### src/rtl/bqpt_pkg.sv
package bqpt_pkg;
  localparam int NormScaleDef = 2048;
  localparam int SwingsDef = 4;
  localparam int NumRegs = 8;
  localparam logic signed [15:0] ResetLow = -16'sd4095;
  localparam logic signed [15:0] ResetHigh = 16'sd4095;

  typedef enum logic [2:0] {
    REG_B0 = 3'd0, REG_B1 = 3'd1, REG_B2 = 3'd2, REG_A1 = 3'd3,
    REG_A2 = 3'd4, REG_CENTER = 3'd5, REG_DELTA = 3'd6, REG_SPEED = 3'd7
  } reg_idx_e;

  typedef enum logic [1:0] {
    PH_WAIT = 2'd0, PH_UP = 2'd1, PH_DOWN = 2'd2
  } phase_e;

  typedef enum logic [2:0] {
    BK_IDLE, BK_MUL, BK_ACC, BK_TRACK, BK_DIV, BK_OUT
  } back_state_e;

  // queued beat between front and back
  typedef struct packed {
    logic signed [12:0] sample;
    logic               tracking;
  } item_t;

  typedef struct packed {
    logic signed [18:0] b0;
    logic signed [18:0] b1;
    logic signed [18:0] b2;
    logic signed [18:0] a1;
    logic signed [18:0] a2;
    logic signed [12:0] center;
    logic        [11:0] delta;
    logic        [15:0] speed_thr;
  } cfg_t;
endpackage

### src/rtl/bqpt_front.sv
module bqpt_front import bqpt_pkg::*; (
  input  logic        clk_i,
  input  logic        rst_ni,
  input  logic        s_axis_tvalid,
  output logic        s_axis_tready,
  input  logic [31:0] s_axis_tdata,
  input  logic [15:0] speed_thr_i,
  output logic        q_valid_o,
  input  logic        q_pop_i,
  output item_t       q_item_o
);
  // two-entry queue
  item_t      mem_q [2];
  logic [1:0] cnt_q, cnt_d;
  logic       wp_q, rp_q;
  logic       push;

  assign s_axis_tready = cnt_q != 2'd2;
  assign push = s_axis_tvalid && s_axis_tready;
  assign q_valid_o = cnt_q != 2'd0;
  assign q_item_o = mem_q[rp_q];

  always_comb begin
    cnt_d = cnt_q;
    if (push && !q_pop_i) cnt_d = cnt_q + 2'd1;
    else if (!push && q_pop_i) cnt_d = cnt_q - 2'd1;
  end

  always_ff @(posedge clk_i or negedge rst_ni) begin
    if (!rst_ni) begin
      cnt_q <= '0;
      wp_q <= 1'b0;
      rp_q <= 1'b0;
    end else begin
      cnt_q <= cnt_d;
      if (push) wp_q <= ~wp_q;
      if (q_pop_i) rp_q <= ~rp_q;
    end
  end

  always_ff @(posedge clk_i) begin
    if (push) begin
      mem_q[wp_q].sample <= s_axis_tdata[12:0];
      mem_q[wp_q].tracking <= s_axis_tdata[28:13] <= speed_thr_i;
    end
  end
endmodule

### src/rtl/bqpt_div.sv
module bqpt_div #(
  parameter int W = 48
) (
  input  logic         clk_i,
  input  logic         rst_ni,
  input  logic         start_i,
  input  logic [W-1:0] num_i,
  input  logic [W-1:0] den_i,
  output logic         done_o,
  output logic [W-1:0] quo_o
);
  localparam int CW = $clog2(W + 1);
  logic [W-1:0] rem_q, quo_q, den_q;
  logic [CW-1:0] cnt_q;
  logic          busy_q;
  logic [W:0]    trial;

  assign trial = {rem_q, quo_q[W-1]} - {1'b0, den_q};
  assign quo_o = quo_q;
  assign done_o = busy_q && cnt_q == '0;

  always_ff @(posedge clk_i or negedge rst_ni) begin
    if (!rst_ni) begin
      busy_q <= 1'b0;
      cnt_q <= '0;
    end else if (start_i) begin
      busy_q <= 1'b1;
      cnt_q <= CW'(W);
    end else if (busy_q) begin
      if (cnt_q == '0) busy_q <= 1'b0;
      else cnt_q <= cnt_q - 1'b1;
    end
  end

  always_ff @(posedge clk_i) begin
    if (start_i) begin
      rem_q <= '0;
      quo_q <= num_i;
      den_q <= den_i;
    end else if (busy_q && cnt_q != '0) begin
      if (!trial[W]) begin
        rem_q <= trial[W-1:0];
        quo_q <= {quo_q[W-2:0], 1'b1};
      end else begin
        rem_q <= {rem_q[W-2:0], quo_q[W-1]};
        quo_q <= {quo_q[W-2:0], 1'b0};
      end
    end
  end
endmodule

### src/rtl/bqpt_back.sv
module bqpt_back import bqpt_pkg::*; #(
  parameter int NORM_SCALE = NormScaleDef,
  parameter int SWINGS_PER_WINDOW = SwingsDef
) (
  input  logic        clk_i,
  input  logic        rst_ni,
  input  cfg_t        cfg_i,
  input  logic        q_valid_i,
  output logic        q_pop_o,
  input  item_t       q_item_i,
  output logic        m_axis_tvalid,
  input  logic        m_axis_tready,
  output logic [31:0] m_axis_tdata
);
  localparam int LimV = 2 * NORM_SCALE;
  back_state_e st_q, st_d;
  logic signed [12:0] xh1_q, xh2_q, x0_q;
  logic signed [31:0] yh1_q, yh2_q;
  logic               trk_q;
  logic [2:0]         mi_q;
  logic signed [63:0] acc_q, prod_q;
  logic signed [31:0] y_q;
  logic signed [15:0] tlo_q, thi_q, plo_q, phi_q, plev_q;
  logic signed [16:0] mid_q, span_q;
  logic [3:0]         swc_q;
  phase_e             ph_q;
  logic               done_q;
  logic               ovalid_q;
  logic signed [13:0] norm_q;
  logic signed [15:0] lev_q;
  logic               neg_q, zspan_q;

  // one multiply per cycle over the five taps
  logic signed [31:0] mop;
  logic signed [18:0] mco;
  always_comb begin
    unique case (mi_q)
      3'd0: begin mco = cfg_i.b0; mop = 32'(x0_q); end
      3'd1: begin mco = cfg_i.b1; mop = 32'(xh1_q); end
      3'd2: begin mco = cfg_i.b2; mop = 32'(xh2_q); end
      3'd3: begin mco = -cfg_i.a1; mop = yh1_q; end
      default: begin mco = -cfg_i.a2; mop = yh2_q; end
    endcase
  end
  logic signed [63:0] mprod;
  logic signed [19:0] mco_x;
  assign mco_x = (mi_q == 3'd3) ? -{cfg_i.a1[18], cfg_i.a1} :
                 (mi_q == 3'd4) ? -{cfg_i.a2[18], cfg_i.a2} : {mco[18], mco};
  assign mprod = 64'(mco_x * mop);

  // round, saturate
  logic signed [63:0] racc;
  logic signed [47:0] yfl;
  logic signed [31:0] ysat;
  assign racc = acc_q + 64'sd32768;
  assign yfl = racc[63:16];
  assign ysat = (yfl > 48'sh7FFFFFFF) ? 32'sh7FFFFFFF :
                (yfl < -48'sh80000000) ? -32'sh80000000 : yfl[31:0];

  // truncate toward zero
  logic signed [15:0] lev;
  assign lev = (ysat < 0 && ysat[15:0] != 16'd0) ? 16'(ysat[31:16] + 16'sd1)
                                                 : ysat[31:16];

  // tracking step
  logic signed [16:0] c17, hi_b, lo_b;
  logic signed [16:0] l17, p17;
  assign c17 = 17'(cfg_i.center);
  assign hi_b = c17 + 17'({5'd0, cfg_i.delta});
  assign lo_b = c17 - 17'({5'd0, cfg_i.delta});
  assign l17 = 17'(lev);
  assign p17 = 17'(plev_q);

  logic signed [15:0] ntlo, nthi;
  logic [3:0] nswc;
  phase_e nph;
  always_comb begin
    ntlo = tlo_q;
    nthi = thi_q;
    nswc = swc_q;
    nph = ph_q;
    if (trk_q) begin
      if (lev < tlo_q) ntlo = lev;
      if (lev > thi_q) nthi = lev;
      unique case (ph_q)
        PH_UP: if (l17 >= hi_b) begin nswc = swc_q + 4'd1; nph = PH_WAIT; end
        PH_DOWN: if (l17 <= lo_b) begin nswc = swc_q + 4'd1; nph = PH_WAIT; end
        default: begin
          if ((p17 <= c17 && l17 > c17) || (p17 >= c17 && l17 < c17))
            nph = (l17 > c17) ? PH_UP : PH_DOWN;
          else nph = PH_WAIT;
        end
      endcase
    end
  end
  logic win;
  assign win = nswc == 4'(SWINGS_PER_WINDOW);

  // divider: |2y - mid*65536| * NS*2 + span*65536 over span*131072
  localparam int DW = 56;
  logic [DW-1:0] dnum, dden, dq;
  logic ddone, dstart;
  logic signed [49:0] nbase;
  logic [49:0] nabs;
  assign nbase = 50'(y_q) * 50'sd2 - (50'(mid_q) <<< 16);
  assign nabs = nbase[49] ? 50'(-nbase) : 50'(nbase);
  assign dnum = (DW'(nabs) * DW'(2 * NORM_SCALE)) + (DW'(span_q[15:0]) << 16);
  assign dden = DW'(span_q[15:0]) << 17;
  assign dstart = (st_q == BK_TRACK);

  bqpt_div #(.W(DW)) u_div (
    .clk_i, .rst_ni, .start_i(dstart), .num_i(dnum), .den_i(dden),
    .done_o(ddone), .quo_o(dq)
  );

  logic [DW-1:0] qlim;
  assign qlim = (dq > DW'(LimV)) ? DW'(LimV) : dq;

  always_comb begin
    st_d = st_q;
    q_pop_o = 1'b0;
    unique case (st_q)
      BK_IDLE: if (q_valid_i && !ovalid_q) begin st_d = BK_MUL; q_pop_o = 1'b1; end
      BK_MUL: st_d = (mi_q == 3'd4) ? BK_ACC : BK_MUL;
      BK_ACC: st_d = BK_TRACK;
      BK_TRACK: st_d = BK_DIV;
      BK_DIV: if (ddone) st_d = BK_OUT;
      default: st_d = BK_IDLE;
    endcase
  end

  always_ff @(posedge clk_i or negedge rst_ni) begin
    if (!rst_ni) begin
      st_q <= BK_IDLE;
      ovalid_q <= 1'b0;
      mi_q <= '0;
      xh1_q <= '0; xh2_q <= '0; yh1_q <= '0; yh2_q <= '0;
      tlo_q <= '0; thi_q <= '0;
      plo_q <= ResetLow; phi_q <= ResetHigh;
      mid_q <= '0; span_q <= 17'sd8190;
      plev_q <= '0; swc_q <= '0; ph_q <= PH_WAIT;
    end else begin
      st_q <= st_d;
      if (ovalid_q && m_axis_tready) ovalid_q <= 1'b0;
      unique case (st_q)
        BK_IDLE: if (q_pop_o) begin
          mi_q <= '0;
          acc_q <= '0;
        end
        BK_MUL: begin
          acc_q <= acc_q + ((mi_q < 3'd3) ? (mprod <<< 16) : mprod);
          mi_q <= mi_q + 3'd1;
        end
        BK_ACC: begin
          y_q <= ysat;
          lev_q <= lev;
          xh2_q <= xh1_q; xh1_q <= x0_q;
          yh2_q <= yh1_q; yh1_q <= ysat;
          if (trk_q) plev_q <= lev;
          done_q <= win;
          if (win) begin
            mid_q <= trk_q ? 17'(ntlo) + 17'(nthi) : 17'(plo_q) + 17'(phi_q);
            span_q <= trk_q ? 17'(nthi) - 17'(ntlo) : 17'(phi_q) - 17'(plo_q);
            plo_q <= ntlo; phi_q <= nthi;
            tlo_q <= 16'(cfg_i.center); thi_q <= 16'(cfg_i.center);
            swc_q <= '0; ph_q <= PH_WAIT;
          end else begin
            if (!trk_q) begin
              mid_q <= 17'(plo_q) + 17'(phi_q);
              span_q <= 17'(phi_q) - 17'(plo_q);
            end
            tlo_q <= ntlo; thi_q <= nthi; swc_q <= nswc; ph_q <= nph;
          end
        end
        BK_TRACK: begin
          neg_q <= nbase[49];
          zspan_q <= span_q == 17'sd0;
        end
        BK_DIV: ;
        default: begin
          ovalid_q <= 1'b1;
          norm_q <= zspan_q ? 14'sd0 :
                    (neg_q ? -14'(qlim) : 14'(qlim));
        end
      endcase
    end
  end

  always_ff @(posedge clk_i) begin
    if (q_pop_o) begin
      x0_q <= q_item_i.sample;
      trk_q <= q_item_i.tracking;
    end
  end

  // tdata: normalized[13:0], filtered[29:14], window_done[30]
  assign m_axis_tvalid = ovalid_q;
  assign m_axis_tdata = {1'b0, done_q, lev_q, norm_q};
endmodule

### src/rtl/biquad_peak_track_normalizer.sv
// channel  | dir | contents
// s_axis   | in  | sample, speed
// m_axis   | out | normalized, filtered, window_done
// apb      | in  | eight coefficient and tracking registers
// Each beat runs five filter multiplies on one multiplier, then a 56-step
// restoring divider. A two-beat queue takes input while the back end
// works; a finished beat waits in the output register.
// Reset is asynchronous and loads register defaults and tracker state.
module biquad_peak_track_normalizer import bqpt_pkg::*; #(
  parameter int NORM_SCALE = NormScaleDef,
  parameter int SWINGS_PER_WINDOW = SwingsDef
) (
  input  logic        clk_i,
  input  logic        rst_ni,
  input  logic        s_axis_tvalid,
  output logic        s_axis_tready,
  input  logic [31:0] s_axis_tdata,   // sample[12:0], speed[28:13]
  output logic        m_axis_tvalid,
  input  logic        m_axis_tready,
  output logic [31:0] m_axis_tdata,   // normalized[13:0], filtered[29:14], window_done[30]
  input  logic        psel,
  input  logic        penable,
  input  logic        pwrite,
  input  logic [4:0]  paddr,
  input  logic [31:0] pwdata,
  output logic [31:0] prdata,
  output logic        pready
);
  cfg_t  cfg_q;
  logic  qv, qpop;
  item_t qitem;
  reg_idx_e ridx;
  assign ridx = reg_idx_e'(paddr[4:2]);
  assign pready = 1'b1;

  always_ff @(posedge clk_i or negedge rst_ni) begin
    if (!rst_ni) begin
      cfg_q.b0 <= 19'sd65536; cfg_q.b1 <= '0; cfg_q.b2 <= '0;
      cfg_q.a1 <= '0; cfg_q.a2 <= '0; cfg_q.center <= '0;
      cfg_q.delta <= 12'd100; cfg_q.speed_thr <= 16'd1000;
    end else if (psel && penable && pwrite) begin
      unique case (ridx)
        REG_B0: cfg_q.b0 <= pwdata[18:0];
        REG_B1: cfg_q.b1 <= pwdata[18:0];
        REG_B2: cfg_q.b2 <= pwdata[18:0];
        REG_A1: cfg_q.a1 <= pwdata[18:0];
        REG_A2: cfg_q.a2 <= pwdata[18:0];
        REG_CENTER: cfg_q.center <= pwdata[12:0];
        REG_DELTA: cfg_q.delta <= pwdata[11:0];
        default: cfg_q.speed_thr <= pwdata[15:0];
      endcase
    end
  end

  always_comb begin
    unique case (ridx)
      REG_B0: prdata = 32'(unsigned'(cfg_q.b0));
      REG_B1: prdata = 32'(unsigned'(cfg_q.b1));
      REG_B2: prdata = 32'(unsigned'(cfg_q.b2));
      REG_A1: prdata = 32'(unsigned'(cfg_q.a1));
      REG_A2: prdata = 32'(unsigned'(cfg_q.a2));
      REG_CENTER: prdata = 32'(unsigned'(cfg_q.center));
      REG_DELTA: prdata = 32'(cfg_q.delta);
      default: prdata = 32'(cfg_q.speed_thr);
    endcase
  end

  bqpt_front u_front (
    .clk_i, .rst_ni, .s_axis_tvalid, .s_axis_tready, .s_axis_tdata,
    .speed_thr_i(cfg_q.speed_thr), .q_valid_o(qv), .q_pop_i(qpop), .q_item_o(qitem)
  );

  bqpt_back #(.NORM_SCALE(NORM_SCALE), .SWINGS_PER_WINDOW(SWINGS_PER_WINDOW)) u_back (
    .clk_i, .rst_ni, .cfg_i(cfg_q), .q_valid_i(qv), .q_pop_o(qpop), .q_item_i(qitem),
    .m_axis_tvalid, .m_axis_tready, .m_axis_tdata
  );
endmodule

### config.mk
export PLATFORM = sky130hd
export DESIGN_NAME = biquad_peak_track_normalizer
export DESIGN_NICKNAME = d
export VERILOG_FILES = /design/src/rtl/bqpt_pkg.sv /design/src/rtl/bqpt_front.sv /design/src/rtl/bqpt_div.sv /design/src/rtl/bqpt_back.sv /design/src/rtl/biquad_peak_track_normalizer.sv
export SDC_FILE = /design/constraint.sdc
export NUM_CORES = 2
export LEC_CHECK = 0
export BUFFER_PORTS_ARGS = -buffer_cell sky130_fd_sc_hd__buf_4
export CORE_MARGIN = 1
export CORE_UTILIZATION = 60
export CTS_CLUSTER_SIZE = 28
export DETAILED_ROUTE_END_ITERATION = 6
export PLACE_DENSITY = 0.77
export SYNTH_ARGS = -nofsm -noshare
export SYNTH_HDL_FRONTEND = slang
export SYNTH_SLANG_ARGS = --single-unit
### constraint.sdc
create_clock -name clk_i -period 14.3 [get_ports clk_i]
set_input_delay 2.145 -clock clk_i [delete_from_list [all_inputs] [get_ports clk_i]]
set_output_delay 2.145 -clock clk_i [all_outputs]
set_load 0.02 [all_outputs]
==> impl_metrics.csv <==
group,metric,value,unit
routing,num_vias,54600,
timing,drv_slew,0,
die,core_area,109000,um^2
timing,maxSlewHeadroom,16.9,%
logic_synthesis,async_reset_ff_share,54.8,%
logic_synthesis,yosysUniqueCellTypes,99,
place,dpl_cell_area,69400,um^2
logic_synthesis,synth.avg_cell_area,9.02,um^2
place,io_buffers,109,
clock_network,clock-sinks,662,
logic_synthesis,synth_largest_area_cell,"fa_1",
run_status,status,"complete, but fails checks",
critical_path,cp.arrival,13650,ps
place,dp_hpwl,151000,um
logic_synthesis,ys.flop_type,"dfrtp_1",
timing,finalSetupViolCount,0,
logic_synthesis,synth.most_common_cell,"inv_1",
die,die_area,112000,um^2
clock_network,clock_latency,670,ps
clock_network,cts-root-buf,"clkbuf_16",
critical_path,worst_path_largest_cell_delay,810,ps
grt,gr-total-overflow,0,
timing,rsz0062_at_grt,"false",
worst_hold_path,hold_class,"reg -> reg",
critical_path,start_kind,"register",
timing,setup-tns-final,0,ps
clock_network,cts_buffers,77,
worst_hold_path,holdPathEnd,"u_back.u_div.rem_q[15]$_SDFFE_PP0P_",
logic_synthesis,yosysWarnings,0,
critical_path,rr_endpoint,"u_back.acc_q[59]$_SDFFCE_PN0P_",
routing,ant_nets,0,
timing,fmax,0.0755,GHz
grt,antenna_found_initial,0,
routing,wirelength,193000,um
critical_path,cp_data_required_time,14710,ps
grt,track_usage,34.8,%
clock_network,cts.clk_slew.worst_paths,60,ps
critical_path,crit_slowest_cell,"nor3_1",
cells_and_area,drive_above_1_share,9.76,%
timing,hold_viol,0,
grt,grt_start_max_net_pins,153,
clock_network,cts_max_path_buffers,3,
logic_synthesis,synth-seq-cells,662,
routing,drt_drc_violations_left,2,
logic_synthesis,synth-edff-count,243,
critical_path,rr_worst_depth,48,
routing,dr.pass1.iters,7,
critical_path,r2r_slack,1060,ps
cells_and_area,synthToLayoutAreaGrowth,8.37,%
clock_network,cts_tree,"done",
die,rows,121,
logic_synthesis,synth_common_cells,"inv_1, nand2_1, fa_1, nor2_1, ha_1",
cells_and_area,fill_cells,8887,
logic_synthesis,yosysSeqAreaShare,26.4,%
worst_hold_path,worstHoldStart,"u_back.u_div.rem_q[14]$_SDFFE_PP0P_",
critical_path,end_kind,"register",
logic_synthesis,synth_area,66500,um^2
logic_synthesis,synthTopCellsByArea,"fa_1, dfrtp_1, edfxtp_1, ha_1, inv_1",
routing,viasPerCell,6.09,
cells_and_area,nets,8604,
timing,timing.final.crit_share,92.6,%
grt,grt_pass1_vias,54900,
worst_hold_path,hold_path_depth,2,
timing,fin_skew,36.7,ps
clock_network,htree_levels,3,
run_status,violations,"design-rule violations",
routing,wire_per_inst,21.6,um
die,io_pins,143,
grt,grt_pass1_wl,303000,um
place,routabilityCongestion,0.973,
die,die_x,335,um
clock_network,post-cts-setup-buffers,0,
timing,period_minus_slack,13240,ps
routing,drt_iter0_markers,4889,
critical_path,crit_path_max_fanout,22,
cells_and_area,multi_input_area,44100,um^2
cells_and_area,fin_area,72100,um^2
die,start_util,60.8,%
timing,worstMarginPinSlew,1230,ps
flow_run,drv_cap,0,
critical_path,rr_startpoint,"u_back.mi_q[0]$_DFFE_PN0P_",
critical_path,crit_top_cell,"fa_1",
die,fp.dieH,335,um
cells_and_area,seq_area,17600,um^2
critical_path,crit_type,"reg -> reg",
logic_synthesis,synth_top_area_share,19.4,%
clock_network,postCtsHoldBufs,0,
clock_network,cts_resized,0,
logic_synthesis,syn_inst,7372,
[final cells by class]
class	instances	area share [%]
multi-input combinational	5405	61.2
sequential	662	24.3
timing repair buffer	276	2.99
tap	1476	2.56
antenna	3	0.0104
inverter	997	5.19
clock buffer	111	3.09
clock inverter	32	0.562
[layout by cell type (no fill, tap or decap), types with 38 or more instances in the layout]
cell / n
nor3_1: 105
clkbuf_16: 81
a21oi_1: 359
nand2_1: 962
o21a_1: 63
mux2_2: 196
edfxtp_1: 243
nor2_1: 590
and2_1: 72
dfxtp_1: 56
o21bai_1: 45
a31oi_1: 38
nor2b_1: 80
dfstp_2: 39
a22oi_1: 45
buf_4: 269
nand4_1: 66
xnor2_1: 236
nand3_1: 102
o21ai_0: 379
a21o_1: 110
xor2_1: 136
inv_1: 994
nor4_1: 50
ha_1: 462
dfrtp_1: 324
fa_1: 646
nand2b_1: 72
[critical path: cells and delay by family, from the launching register on]
kind,cells,cell delay (ps)
flops,1,500
fa+ha+maj,10,4480
simple gates,9,1830
compound gates,17,4440
mux,1,70
buf+inv,10,1420
xor+xnor,1,180
[cells by family after synthesis]
group	Yosys count	synth area share [%]
flip-flops	662	26.4
other	2	0.0113
buffers and inverters	1318	7.55
multiplexers	246	4.30
AO/OA/AOI/OAI	1382	13.1
AND/OR/NAND/NOR	2280	15.6
adder cells (fa/ha/maj)	1109	28.2
XOR/XNOR	373	4.93
[routing by layer]
metal | routed length (um) | share of wire, % | track usage [%]
met1 | 76400 | 39 | 44.9
met3 | 15500 | 8.0 | 5.29
met2 | 91600 | 47 | 57.5
met4 | 9990 | 5.2 | 16.5
met5 | 0 | 0 | 0
[per-stage QoR]
step / instances / setup slack [ps] / hold slack (ps) / util [%]
2_1_floorplan: 7385 / 2500 / 432 / -
3_3_place_gp: 8816 / 1230 / 436 / 63.5
3_5_place_dp: 8816 / 1240 / 446 / 63.5
4_1_cts: 8959 / 1160 / 447 / 65.9
5_1_grt: 8959 / 30.4 / 467 / 65.9
6_report: 8962 / 1060 / 451 / 65.9
[sequential cells by signal, summed over array words and instances, names as in the netlist, 4 cells and up]
signal and cells:
u_back.span_q 17, u_back.u_div.cnt_q 6, u_back.mid_q 16, u_back.phi_q 16, u_back.yh2_q 32, u_back.xh1_q 13
u_back.y_q 32, u_back.plev_q 16, u_back.norm_q 14, u_back.lev_q 16, u_back.acc_q 64, u_back.thi_q 16
u_back.yh1_q 32, u_back.x0_q 13, u_back.u_div.rem_q 56, u_back.u_div.quo_o 56, u_back.tlo_q 16, u_back.swc_q 4
u_front.mem_q 28, cfg_q 136, u_back.xh2_q 13, u_back.u_div.den_q 16, u_back.plo_q 16
[worst max path at each step]
stage	from	end	slack (ps)
6_report	u_back.mi_q[0]$_DFFE_PN0P_	u_back.acc_q[59]$_SDFFCE_PN0P_	1060
5_1_grt	u_back.mi_q[0]$_DFFE_PN0P_	u_back.acc_q[59]$_SDFFCE_PN0P_	30
4_1_cts	u_back.mi_q[0]$_DFFE_PN0P_	u_back.acc_q[59]$_SDFFCE_PN0P_	1160
3_5_place_dp	u_back.mi_q[0]$_DFFE_PN0P_	u_back.acc_q[59]$_SDFFCE_PN0P_	1240
3_3_place_gp	u_back.mi_q[0]$_DFFE_PN0P_	u_back.acc_q[59]$_SDFFCE_PN0P_	1230
2_1_floorplan	u_back.mi_q[2]$_DFFE_PN0P_	u_back.acc_q[59]$_SDFFCE_PN0P_	2500
Power is left out: the tool's default activity adds up to more than one toggle a clock period on the data nets, which glitch-free logic cannot reach.
